File: src/rtl/core/ssh_pkg.sv
// Package for the streaming substring highlighter.
// Field widths, operation codes and configuration register indexes.
// Used by the channel interfaces and the top level; depends on nothing.
package ssh_pkg;

    localparam int PT_W            = 21;
    localparam int SLOT_W          = 5;
    localparam int OP_W            = 2;
    localparam int CFG_IDX_W       = 2;
    localparam int CFG_DATA_W      = 6;
    localparam int PATTERN_MAX_DEF = 32;

    localparam logic [OP_W-1:0] OP_LOAD = 2'd0;
    localparam logic [OP_W-1:0] OP_TEXT = 2'd1;
    localparam logic [OP_W-1:0] OP_END  = 2'd2;

    localparam logic [CFG_IDX_W-1:0] CFG_IGNORE_CASE = 2'd0;
    localparam logic [CFG_IDX_W-1:0] CFG_WHOLE_WORDS = 2'd1;
    localparam logic [CFG_IDX_W-1:0] CFG_PAT_LENGTH  = 2'd2;

endpackage

File: src/rtl/core/ssh_if.sv
// Channel interfaces of the streaming substring highlighter: input items,
// result items and configuration writes. Depends on ssh_pkg.
interface ssh_in_if;
    logic                        valid;
    logic                        ready;
    logic [ssh_pkg::OP_W-1:0]    op;
    logic [ssh_pkg::PT_W-1:0]    code_point;
    logic [ssh_pkg::PT_W-1:0]    folded_point;
    logic                        is_letter;
    logic [ssh_pkg::SLOT_W-1:0]  slot;
    modport source (output valid, op, code_point, folded_point, is_letter, slot,
                    input ready);
    modport sink   (input valid, op, code_point, folded_point, is_letter, slot,
                    output ready);
endinterface

interface ssh_out_if;
    logic                     valid;
    logic                     ready;
    logic [ssh_pkg::PT_W-1:0] out_point;
    logic                     highlighted;
    logic                     last;
    modport source (output valid, out_point, highlighted, last, input ready);
    modport sink   (input valid, out_point, highlighted, last, output ready);
endinterface

interface ssh_cfg_if;
    logic                           valid;
    logic                           ready;
    logic [ssh_pkg::CFG_IDX_W-1:0]  index;
    logic [ssh_pkg::CFG_DATA_W-1:0] data;
    modport source (output valid, index, data, input ready);
    modport sink   (input valid, index, data, output ready);
endinterface

File: src/rtl/core/stream_substring_highlighter.sv
// Streaming substring highlighter, top level. Depends on ssh_pkg and ssh_if.
// Echoes text characters and flags those that belong to a stored pattern match.
//
// A pattern load or an unknown operation is finished when it is accepted. A
// text or end item is accepted first; then, for text with a non-empty
// pattern, a fallback search runs in which each character comparison passes
// through a read state and a compare state (the shared comparator waits on
// the registered read of the two-port pattern memory): H+1 comparisons when
// the H held characters and the new one still form a prefix, up to
// L*(L+1)/2 comparisons for a pattern of length L in the worst case. Each
// released character is then sent when the output is free, the release loop
// is left, and a final state holds the new character or echoes it once the
// output is free, returning the block to ready. Input ready is low while an
// item is in progress; configuration writes are always taken.
module stream_substring_highlighter #(
    parameter int PATTERN_MAX = ssh_pkg::PATTERN_MAX_DEF
) (
    input  logic        i_clk,
    input  logic        i_rst_n,
    ssh_cfg_if.sink     i_cfg,
    ssh_in_if.sink      i_in,
    ssh_out_if.source   o_out
);

    localparam int CW = $clog2(PATTERN_MAX + 1);
    localparam int IW = (PATTERN_MAX > 1) ? $clog2(PATTERN_MAX) : 1;
    localparam int SW = CW + 1;

    typedef enum logic [2:0] {
        S_IDLE, S_SRCH_RD, S_SRCH_CMP, S_REL, S_TAIL
    } t_state;

    t_state r_state;

    // Configuration
    logic                           r_ic, r_ww;
    logic [ssh_pkg::CFG_DATA_W-1:0] r_plen;

    // Pattern memory and letter flags
    logic [ssh_pkg::PT_W-1:0] r_pat_mem [PATTERN_MAX];
    logic [PATTERN_MAX-1:0]   r_pat_let;
    logic [ssh_pkg::PT_W-1:0] r_rd_a, r_rd_b;

    // Held characters, a circular buffer
    logic [ssh_pkg::PT_W-1:0] r_held_pt [PATTERN_MAX];
    logic [PATTERN_MAX-1:0]   r_held_let;
    logic [IW-1:0]            r_head;
    logic [CW-1:0]            r_count;
    logic                     r_bl;

    // Item in progress
    logic [ssh_pkg::OP_W-1:0] r_op;
    logic [ssh_pkg::PT_W-1:0] r_cp, r_key;
    logic                     r_let;
    logic [CW-1:0]            r_orig, r_s, r_j, r_relcnt;
    logic                     r_found, r_flag, r_ovr;

    // Output register
    logic                     r_ovalid, r_ohl, r_olast;
    logic [ssh_pkg::PT_W-1:0] r_opt;

    logic [CW-1:0]            len, rest, addr_a, addr_b;
    logic [IW-1:0]            lm1, head_nx, tail;
    logic [SW-1:0]            tail_sum;
    logic                     in_acc, in_let, held_gt, held_eq, ww_fail, good;
    logic                     out_free, emit_cp, out_set;

    assign i_cfg.ready = 1'b1;
    assign i_in.ready  = (r_state == S_IDLE);
    assign in_acc      = i_in.valid && i_in.ready;

    assign o_out.valid       = r_ovalid;
    assign o_out.out_point   = r_opt;
    assign o_out.highlighted = r_ohl;
    assign o_out.last        = r_olast;
    assign out_free          = !r_ovalid || o_out.ready;

    always_comb begin
        if (32'(r_plen) > PATTERN_MAX) begin
            len = CW'(PATTERN_MAX);
        end else begin
            len = CW'(r_plen);
        end
        lm1      = IW'(len - CW'(1));
        in_let   = (i_in.op == ssh_pkg::OP_END) ? 1'b0 : i_in.is_letter;
        held_gt  = r_count > len;
        held_eq  = (r_count == len) && (len != '0);
        ww_fail  = r_ww && ((r_bl && r_pat_let[0]) || (r_pat_let[lm1] && in_let));
        rest     = r_orig - r_s;
        if (r_j == '0) begin
            addr_a = rest;
            addr_b = '0;
            good   = (r_rd_a == r_key);
        end else begin
            addr_a = r_s + r_j - CW'(1);
            addr_b = r_j - CW'(1);
            good   = (r_rd_a == r_rd_b);
        end
        head_nx  = (32'(r_head) == PATTERN_MAX - 1) ? '0 : r_head + IW'(1);
        tail_sum = SW'(r_head) + SW'(r_count);
        if (tail_sum >= SW'(PATTERN_MAX)) begin
            tail = IW'(tail_sum - SW'(PATTERN_MAX));
        end else begin
            tail = IW'(tail_sum);
        end
        emit_cp  = (r_op == ssh_pkg::OP_TEXT) && ((len == '0) || !r_found);
        // A new transfer is loaded into the output register this cycle.
        out_set  = out_free &&
                   (((r_state == S_REL) && (r_relcnt != '0)) ||
                    ((r_state == S_TAIL) && (r_op != ssh_pkg::OP_END) && emit_cp));
    end

    // Pattern memory: one write port, two registered read ports.
    always_ff @(posedge i_clk) begin
        if (in_acc && (i_in.op == ssh_pkg::OP_LOAD) && (32'(i_in.slot) < PATTERN_MAX)) begin
            r_pat_mem[IW'(i_in.slot)] <= r_ic ? i_in.folded_point : i_in.code_point;
        end
        r_rd_a <= r_pat_mem[addr_a[IW-1:0]];
        r_rd_b <= r_pat_mem[addr_b[IW-1:0]];
    end

    always_ff @(posedge i_clk) begin
        if (!i_rst_n) begin
            r_state  <= S_IDLE;
            r_ic     <= 1'b0;
            r_ww     <= 1'b0;
            r_plen   <= '0;
            r_head   <= '0;
            r_count  <= '0;
            r_bl     <= 1'b0;
            r_ovalid <= 1'b0;
        end else begin
            if (i_cfg.valid) begin
                case (i_cfg.index)
                    ssh_pkg::CFG_IGNORE_CASE: r_ic   <= i_cfg.data[0];
                    ssh_pkg::CFG_WHOLE_WORDS: r_ww   <= i_cfg.data[0];
                    ssh_pkg::CFG_PAT_LENGTH:  r_plen <= i_cfg.data;
                    default: ;
                endcase
            end
            if (r_ovalid && o_out.ready && !out_set) begin
                r_ovalid <= 1'b0;
            end

            case (r_state)
                S_IDLE: begin
                    if (in_acc) begin
                        r_op  <= i_in.op;
                        r_cp  <= i_in.code_point;
                        r_key <= r_ic ? i_in.folded_point : i_in.code_point;
                        r_let <= in_let;
                        r_s   <= '0;
                        r_j   <= '0;
                        r_found <= 1'b0;
                        if (i_in.op == ssh_pkg::OP_LOAD) begin
                            if (32'(i_in.slot) < PATTERN_MAX) begin
                                r_pat_let[IW'(i_in.slot)] <= i_in.is_letter;
                            end
                        end else if (i_in.op == ssh_pkg::OP_TEXT ||
                                     i_in.op == ssh_pkg::OP_END) begin
                            // A complete or oversized held run is released first.
                            r_flag   <= held_eq && !ww_fail;
                            r_ovr    <= held_eq;
                            r_orig   <= (held_gt || held_eq) ? '0 : r_count;
                            r_relcnt <= (held_gt || held_eq || i_in.op == ssh_pkg::OP_END)
                                        ? r_count : '0;
                            if (i_in.op == ssh_pkg::OP_TEXT && len != '0) begin
                                r_state <= S_SRCH_RD;
                            end else begin
                                r_state <= S_REL;
                            end
                        end
                    end
                end
                S_SRCH_RD: begin
                    r_state <= S_SRCH_CMP;
                end
                S_SRCH_CMP: begin
                    // Shift s keeps the last orig-s held characters as a prefix.
                    if (!good) begin
                        if (r_s == r_orig) begin
                            r_found  <= 1'b0;
                            r_relcnt <= r_relcnt + r_s;
                            r_state  <= S_REL;
                        end else begin
                            r_s     <= r_s + CW'(1);
                            r_j     <= '0;
                            r_state <= S_SRCH_RD;
                        end
                    end else if (r_j == rest) begin
                        r_found  <= 1'b1;
                        r_relcnt <= r_relcnt + r_s;
                        r_state  <= S_REL;
                    end else begin
                        r_j     <= r_j + CW'(1);
                        r_state <= S_SRCH_RD;
                    end
                end
                S_REL: begin
                    if (r_relcnt == '0) begin
                        r_state <= S_TAIL;
                    end else if (out_free) begin
                        r_ovalid <= 1'b1;
                        r_opt    <= r_held_pt[r_head];
                        r_ohl    <= r_flag;
                        r_olast  <= (r_relcnt == CW'(1)) && !emit_cp;
                        r_head   <= head_nx;
                        r_count  <= r_count - CW'(1);
                        r_relcnt <= r_relcnt - CW'(1);
                        if ((r_relcnt == CW'(1)) && r_ovr) begin
                            r_bl <= r_pat_let[lm1];
                        end else begin
                            r_bl <= r_held_let[r_head];
                        end
                    end
                end
                S_TAIL: begin
                    if (r_op == ssh_pkg::OP_END) begin
                        r_bl    <= 1'b0;
                        r_count <= '0;
                        r_state <= S_IDLE;
                    end else if (emit_cp) begin
                        if (out_free) begin
                            r_ovalid <= 1'b1;
                            r_opt    <= r_cp;
                            r_ohl    <= 1'b0;
                            r_olast  <= 1'b1;
                            r_bl     <= r_let;
                            r_state  <= S_IDLE;
                        end
                    end else begin
                        r_held_pt[tail]  <= r_cp;
                        r_held_let[tail] <= r_let;
                        r_count          <= r_count + CW'(1);
                        r_state          <= S_IDLE;
                    end
                end
                default: r_state <= S_IDLE;
            endcase
        end
    end

endmodule
File: src/flat_wrapper.sv
// flat-port wrapper written by rule: the top's interface ports become plain ports
module stream_substring_highlighter_flat 
#(
    parameter int PATTERN_MAX = ssh_pkg::PATTERN_MAX_DEF
)
  (i_clk, i_rst_n, i_cfg_valid, i_cfg_index, i_cfg_data, i_cfg_ready, i_in_valid, i_in_op, i_in_code_point, i_in_folded_point, i_in_is_letter, i_in_slot, i_in_ready, o_out_valid, o_out_out_point, o_out_highlighted, o_out_last, o_out_ready);
  ssh_cfg_if i_cfg_i ();
  ssh_in_if i_in_i ();
  ssh_out_if o_out_i ();
  input  logic i_clk;
  input  logic i_rst_n;
  input wire logic [$bits(i_cfg_i.valid)-1:0] i_cfg_valid;
  input wire logic [$bits(i_cfg_i.index)-1:0] i_cfg_index;
  input wire logic [$bits(i_cfg_i.data)-1:0] i_cfg_data;
  output wire logic [$bits(i_cfg_i.ready)-1:0] i_cfg_ready;
  input wire logic [$bits(i_in_i.valid)-1:0] i_in_valid;
  input wire logic [$bits(i_in_i.op)-1:0] i_in_op;
  input wire logic [$bits(i_in_i.code_point)-1:0] i_in_code_point;
  input wire logic [$bits(i_in_i.folded_point)-1:0] i_in_folded_point;
  input wire logic [$bits(i_in_i.is_letter)-1:0] i_in_is_letter;
  input wire logic [$bits(i_in_i.slot)-1:0] i_in_slot;
  output wire logic [$bits(i_in_i.ready)-1:0] i_in_ready;
  output wire logic [$bits(o_out_i.valid)-1:0] o_out_valid;
  output wire logic [$bits(o_out_i.out_point)-1:0] o_out_out_point;
  output wire logic [$bits(o_out_i.highlighted)-1:0] o_out_highlighted;
  output wire logic [$bits(o_out_i.last)-1:0] o_out_last;
  input wire logic [$bits(o_out_i.ready)-1:0] o_out_ready;
  assign i_cfg_i.valid = i_cfg_valid;
  assign i_cfg_i.index = i_cfg_index;
  assign i_cfg_i.data = i_cfg_data;
  assign i_cfg_ready = i_cfg_i.ready;
  assign i_in_i.valid = i_in_valid;
  assign i_in_i.op = i_in_op;
  assign i_in_i.code_point = i_in_code_point;
  assign i_in_i.folded_point = i_in_folded_point;
  assign i_in_i.is_letter = i_in_is_letter;
  assign i_in_i.slot = i_in_slot;
  assign i_in_ready = i_in_i.ready;
  assign o_out_valid = o_out_i.valid;
  assign o_out_out_point = o_out_i.out_point;
  assign o_out_highlighted = o_out_i.highlighted;
  assign o_out_last = o_out_i.last;
  assign o_out_i.ready = o_out_ready;
  stream_substring_highlighter #(.PATTERN_MAX(PATTERN_MAX)) u_core (.i_clk(i_clk), .i_rst_n(i_rst_n), .i_cfg(i_cfg_i), .i_in(i_in_i), .o_out(o_out_i));
endmodule
File: config.mk
export PLATFORM = sky130hd
export DESIGN_NAME = stream_substring_highlighter_flat
export DESIGN_NICKNAME = d
export VERILOG_FILES = /design/src/rtl/core/ssh_pkg.sv /design/src/rtl/core/ssh_if.sv /design/src/rtl/core/stream_substring_highlighter.sv /design/src/flat_wrapper.sv
export SDC_FILE = /design/constraint.sdc
export NUM_CORES = 2
export LEC_CHECK = 0
export BUFFER_PORTS_ARGS = -buffer_cell sky130_fd_sc_hd__buf_2
export CAP_MARGIN = 10
export CORE_MARGIN = 4
export CORE_UTILIZATION = 55
export DETAILED_ROUTE_END_ITERATION = 6
export GPL_ROUTABILITY_DRIVEN = 1
export PLACE_DENSITY = 0.77
export SYNTH_ARGS = -nofsm -noshare
export SYNTH_HDL_FRONTEND = slang
export SYNTH_SLANG_ARGS = --single-unit
File: constraint.sdc
create_clock -name i_clk -period 7.7 [get_ports i_clk]
set_clock_uncertainty 0.1 [all_clocks]
set_input_delay 1.54 -clock i_clk [delete_from_list [all_inputs] [get_ports i_clk]]
set_output_delay 1.54 -clock i_clk [all_outputs]
set_load 0.01 [all_outputs]
; Word level (Yosys, flattened, before mapping)
; Memories as Yosys holds them, arrays and structs flattened. A register that Yosys moved wholly into a read port is not among the register bits.
; Cells that the tools add are included.
[totals]
output_inout_bits = 26
n_memories = 2
elab_cells = 246
input_bits = 63
mem_bits_rw = 1344
ff_bits = 183
latchBits = 0
romBits = 0
[mem_list]
columns = memory, depth, word_bits, rd, rd_clocked_by_memory_dff, write_ports, line
row1 = u_core.r_held_pt, 32, 21, 1, 1, 1, stream_substring_highlighter.sv:45  ; logic [ssh_pkg::PT_W-1:0] r_held_pt [PATTERN_MAX];
row2 = u_core.r_pat_mem, 32, 21, 2, 2, 1, stream_substring_highlighter.sv:40  ; logic [ssh_pkg::PT_W-1:0] r_pat_mem [PATTERN_MAX];
[op_classes]
reduce_logical = 58
div = 0
n_shift = 0
n_eq_ne = 37
muxes = 98
n_bitwise = 4
multipliers = 0
n_lt_le_gt_ge = 9
add_sub_neg = 14
[op_table]
columns = cell, count
row1 = $mux 21, 6
row2 = $mux 6, 20
row3 = $bwmux 32, 2
row4 = $eq 21x21->1, 2
row5 = $pmux 21 s2, 1
row6 = $mux 1, 38
row7 = $pmux 6 s2, 3
row8 = $mux 5, 6
row9 = $reduce_and 5->1, 6
row10 = $lt 5x6->1 const B, 4
row11 = $mux 3, 8
row12 = $sub 5x1->5 const B, 4
row13 = $logic_and 1x1->1, 19
row14 = $add 6x1->6 const B, 3
row15 = $eq 6x6->1, 3
row16 = $logic_not 6->1, 3
row17 = $ne 2x2->1 const B, 9
row18 = $pmux 6 s3, 1
row19 = $pmux 3 s5, 1
row20 = $reduce_and 4->1, 3
row21 = $reduce_bool 6->1, 2
row22 = $sub 6x1->6 const B, 2
row23 = $bmux 1 s5, 2
row24 = $demux 1 s5, 2
row25 = 34 further kinds, 70

; Longest topological paths before layout
[depth]
word_depth = 15
depth_mapped = 19
depth_no_buf = 12

; Least setup slack after synthesis
; OpenSTA, ideal clock, no wires.
[synth_path]
path_type = register to register
start = register u_core.r_j[0]
end = register u_core.r_relcnt[0], enable pin
t_required_ns = 7.237
path_slack_ns = 2.637
stages_incl_launch_ff = 16
period_less_slack_ns = 5.063
path_buffers = 5
setup_ns = 0.363
arrival_ns = 4.600
path_cell_list = edfxtp_1 -> inv_1 -> clkbuf_1 -> clkbuf_1 -> clkbuf_1 -> clkbuf_1 -> ha_1 -> or4b_4 -> or2_1 -> buf_2 -> a2111oi_4 -> o22ai_1 -> or4_4 -> nor4_4 -> mux2_4 -> a21oi_1
[synth_via]
elab_chain_cells = 4
word_cells_on_any_way = 6
cone_classes = eq/ne (3) / mux (1) / reduce/logical (2)
[synth_lines]
columns = element, line
row1 = from (decl), stream_substring_highlighter.sv:55  ; logic [CW-1:0] r_orig, r_s, r_j, r_relcnt;
row2 = from (signal assigned), stream_substring_highlighter.sv:195  ; r_j <= r_j + CW'(1);
row3 = $logic_not 6->1, stream_substring_highlighter.sv:90  ; if (r_j == '0) begin
row4 = $mux 1, stream_substring_highlighter.sv:90
row5 = $ne 3x1->1 (no source line) or $ne 3x3->1 (tied branches), --
row6 = $reduce_and 9->1 (no source line) *, --
row7 = to (signal assigned), stream_substring_highlighter.sv:165  ; r_relcnt <= (held_gt || held_eq || i_in.op == ssh_pkg::OP_END)
row8 = to (signal assigned), stream_substring_highlighter.sv:183  ; r_relcnt <= r_relcnt + r_s;
row9 = to (signal assigned), stream_substring_highlighter.sv:192  ; r_relcnt <= r_relcnt + r_s;
row10 = to (decl), stream_substring_highlighter.sv:55
; Mark *: on every way between the ends. The rest lies on a longest branch, timed or not.
; A chain may end at the register's enable or synchronous reset.

; Worst setup path in the final report
[layout_path]
start = register u_core.r_j[0]
end = register u_core.r_rd_b[4] (netlist name), read port of u_core.r_pat_mem
[layout_via]
elab_chain_cells = 2
word_cells_on_any_way = 3
cone_classes = add/sub (1) / mux (1) / reduce/logical (1)
[layout_lines]
columns = element, line
row1 = $sub 5x1->5 or $logic_not 6->1 (tied branches), "stream_substring_highlighter.sv:96, stream_substring_highlighter.sv:90"
row2 = $mux 5 *, stream_substring_highlighter.sv:90
row3 = to (decl), stream_substring_highlighter.sv:42  ; logic [ssh_pkg::PT_W-1:0] r_rd_a, r_rd_b;
; Marked as above.

==> flow_metrics.tcl <==
set metrics [dict create \
    power_density_nw_per_um2 332.7 \
    fmax_mhz 175.4 \
    crit_family "simple AND/OR/NAND/NOR gates" \
    fin_ws_ns 2.000 \
    layout_commonest_cell "edfxtp_1" \
    die-width_um 363.7 \
    min-delay-path-class "reg2reg" \
    grt_use_total_pct 30.47 \
    fin_crit_sh_pct 74.03 \
    drt_iter0_markers 7178 \
    critical_path_class "reg2reg" \
    antenna_found_initial 7 \
    hold_violations 0 \
    drc 6 \
    grt_pass1_vias 44833 \
    dp_hpwl_mm 104.8 \
    clock-root-buffer "clkbuf_16" \
    pwr-share-seq_pct 39.8 \
    synth.avg_cell_area_um2 13.64 \
    dieHeight_um 363.7 \
    cp-start-kind "register" \
    ys_async_sr_fraction_pct 0 \
    grt_max_degree 178 \
    crit_chain "inv_6, ha_1, or4b_4, or2_4, buf_4, nand2_4, buf_12, a211oi_1, a31oi_1, mux4_2, mux2_2" \
    cts_tree "done" \
    rsz0062_at_grt "no" \
    seqCellArea_um2 46570 \
    final_max_slew_viol_count 0 \
    comb_power_share_pct 30.2 \
    synth_top_flop_cell "edfxtp_1" \
    clk_latency_ns 0.80 \
    cp_slowest_cell "or2_4" \
    num_io_pins 89 \
    cp_max_fo 126 \
    ir_drop_mv 0.7090 \
    rows 130 \
    clockBufferDepth 3 \
    r2r-end "u_core.r_rd_b[4]" \
    ant_nets 0 \
    fin_area_um2 77100 \
    gp_congestion 0.8510 \
    layoutNonFillerInstCount 6855 \
    relSlewSlack_pct 10.72 \
    syn_inst 5100 \
    coreArea_um2 125600 \
    setup_viol 0 \
    cts_hold_buf 0 \
    arrival_ns 6.28 \
    synth-edff-count 1503 \
    synth_cell_types 72 \
    hold_end "u_core.r_ww" \
    synth_area_um2 69590 \
    via_per_inst 6.806 \
    maxCapViolations 0 \
    worstMarginPinSlew_ns 1.336 \
    final_layout_size_suffix_gt1_share_pct 16.04 \
    r2r-start "u_core.r_j[0]" \
    grt_pass1_wl_mm 296.0 \
    outcome "finished, violations left" \
    nFillCells 8900 \
    overflow 0 \
    cts_resized 0 \
    reg2regPathDepth 11 \
    min_from "u_core.r_ww" \
    wire_per_inst_um 29.68 \
    slowest_delay_ns 0.83 \
    min_path_cells 2 \
    post-place-ws_ns 2.167 \
    io_buffers 87 \
    cp-end-kind "register" \
    p_switching_w 0.008880 \
    cts-htree-levels 4 \
    p_clk_share_pct 30.0 \
    cp_num_buf_inv 3 \
    start_util_pct 55.42 \
    p_int_w 0.01677 \
    violations "DRC" \
    synth_nets 5210 \
    synthToLayoutAreaGrowth_pct 10.79 \
    min_period_ns 5.700 \
    cts_buffers 160 \
    tns_ns 0 \
    multi_input_area_um2 21820 \
    dp.cells 6553 \
    ys_warn_count 0 \
    layout_common_cells "edfxtp_1 (1,503), nand2_1 (990), nand3_1 (441), mux4_2 (272), o21ai_0 (207)" \
    dieArea_um2 132300 \
    rrSetupSlack_ns 2.00 \
    p_leak_nw 25.35 \
    drt_first_pass_iters 7 \
    clk_pin_slew_worst_paths_ns 0.06 \
    vias 46653 \
    switching_share_pct 34.62 \
    wl_mm 203.5 \
    utilization_pct 61.40 \
    place_area_um2 71950 \
    nNetsFinal 5175 \
    clock-sinks 1574 \
    ys_seq_area_share_pct 66.90 \
    ys_ff_latch 1574 \
    postCtsSetupRepairBufs 0 \
    worstPathRequired_ns 8.28 \
]
-- power groups by stage --
| stage | logic, W | registers [W] | clock network [W] |
|---|---|---|---|
| after global placement | 0.00732 | 0.0104 | 0 |
| after detailed placement | 0.00748 | 0.0104 | 0 |
| after global routing | 0.00825 | 0.0102 | 0.00814 |
| after CTS | 0.00754 | 0.0102 | 0.00773 |
| final | 0.00774 | 0.0102 | 0.00770 |
| after floorplan | 0.00535 | 0.0102 | 0 |
-- cells by family after synthesis --
group	share of synthesized area, %
DFF	66.90
muxes	10.09
AOI/OAI and AO/OA	6.009
xor gates and xnor gates	0.7498
buffers and inverters	2.426
other	0.005389
adders and majority gates	0.8882
and+or+nand+nor	12.93
-- worst max path at each step --
stage / from / to / slack [ns] / depth (start not counted)
6_report: u_core.r_j[0] / u_core.r_rd_b[4] / 2.00 / 11
5_1_grt: u_core.r_j[0] / u_core.r_rd_b[6] / 1.75 / 11
4_1_cts: u_core.r_j[0] / u_core.r_rd_b[6] / 2.15 / 11
3_5_place_dp: u_core.r_j[0] / u_core.r_relcnt[0] / 2.17 / 10
3_3_place_gp: u_core.r_j[0] / u_core.r_relcnt[0] / 2.27 / 10
2_1_floorplan: u_core.r_j[0] / u_core.r_relcnt[0] / 2.64 / 15
-- worst reg2reg max path, stage by stage, from the launching register on --
cell	delay (ns)
edfxtp_1	0.66
inv_6	0.34
ha_1	0.36
or4b_4	0.24
or2_4	0.83
buf_4	0.66
nand2_4	0.63
buf_12	0.49
a211oi_1	0.41
a31oi_1	0.09
mux4_2	0.49
mux2_2	0.27
-- cell type report --
| type | instances | area share (%) |
|---|---|---|
| Tap cell | 1650 | 2.678 |
| Multi-Input combinational cell | 3093 | 28.31 |
| Clock buffer | 203 | 5.524 |
| Antenna cell | 4 | 0.01298 |
| Inverter | 52 | 0.2597 |
| Timing Repair Buffer | 184 | 1.672 |
| Sequential cell | 1574 | 60.41 |
| Clock inverter | 95 | 1.139 |
-- routing by layer --
metal  track usage, %  part of all wire (%)  up-vias
met5                0                0.0064        -
met4            17.49                   6.8        2
met3            6.184                    12      785
met2            49.04                    47     3662
met1            38.91                    34    22838
li1                 -                     -    19366
-- cell usage after synthesis, types with 46 or more instances --
cell | n | share of area, %
o211ai_1 | 168 | 1.8
nand3_1 | 441 | 3.2
or3_1 | 174 | 1.6
nand2_1 | 992 | 5.4
edfxtp_1 | 1503 | 65
o21ai_0 | 207 | 1.5
mux4_2 | 272 | 8.8
and3_1 | 88 | 0.79
dfxtp_1 | 71 | 2.0
inv_1 | 51 | 0.28
mux2_2 | 46 | 0.74
a31oi_1 | 87 | 0.78
a211oi_1 | 88 | 0.95
nor2_1 | 196 | 1.1
clkbuf_1 | 302 | 1.6
-- flip-flops by register name, indices dropped and copies added (netlist names), 2 cells and up, named ones only --
| signal | flops |
|---|---|
| u_core.r_pat_let | 32 |
| u_core.r_rd_a | 21 |
| u_core.r_plen | 6 |
| u_core.r_pat_mem | 672 |
| u_core.r_state | 3 |
| u_core.r_orig | 6 |
| u_core.r_key | 21 |
| u_core.o_out.out_point | 21 |
| u_core.r_held_let | 32 |
| u_core.r_s | 6 |
| u_core.r_op | 2 |
| u_core.r_cp | 21 |
| u_core.r_held_pt | 672 |
| u_core.r_head | 5 |
| u_core.r_count | 6 |
| u_core.r_j | 6 |
| u_core.r_rd_b | 21 |
| u_core.r_relcnt | 6 |
-- metrics by stage --
| step | hold slack (ns) | power, W |
|---|---|---|
| global route | 0.4512 | 0.02663 |
| CTS | 0.4281 | 0.02546 |
| global placement | 0.4027 | 0.01768 |
| floorplan | 0.3582 | 0.01551 |
| detailed placement | 0.4134 | 0.01786 |
| finish | 0.4181 | 0.02565 |
Note: power is estimated with default switching activity, not from simulation.
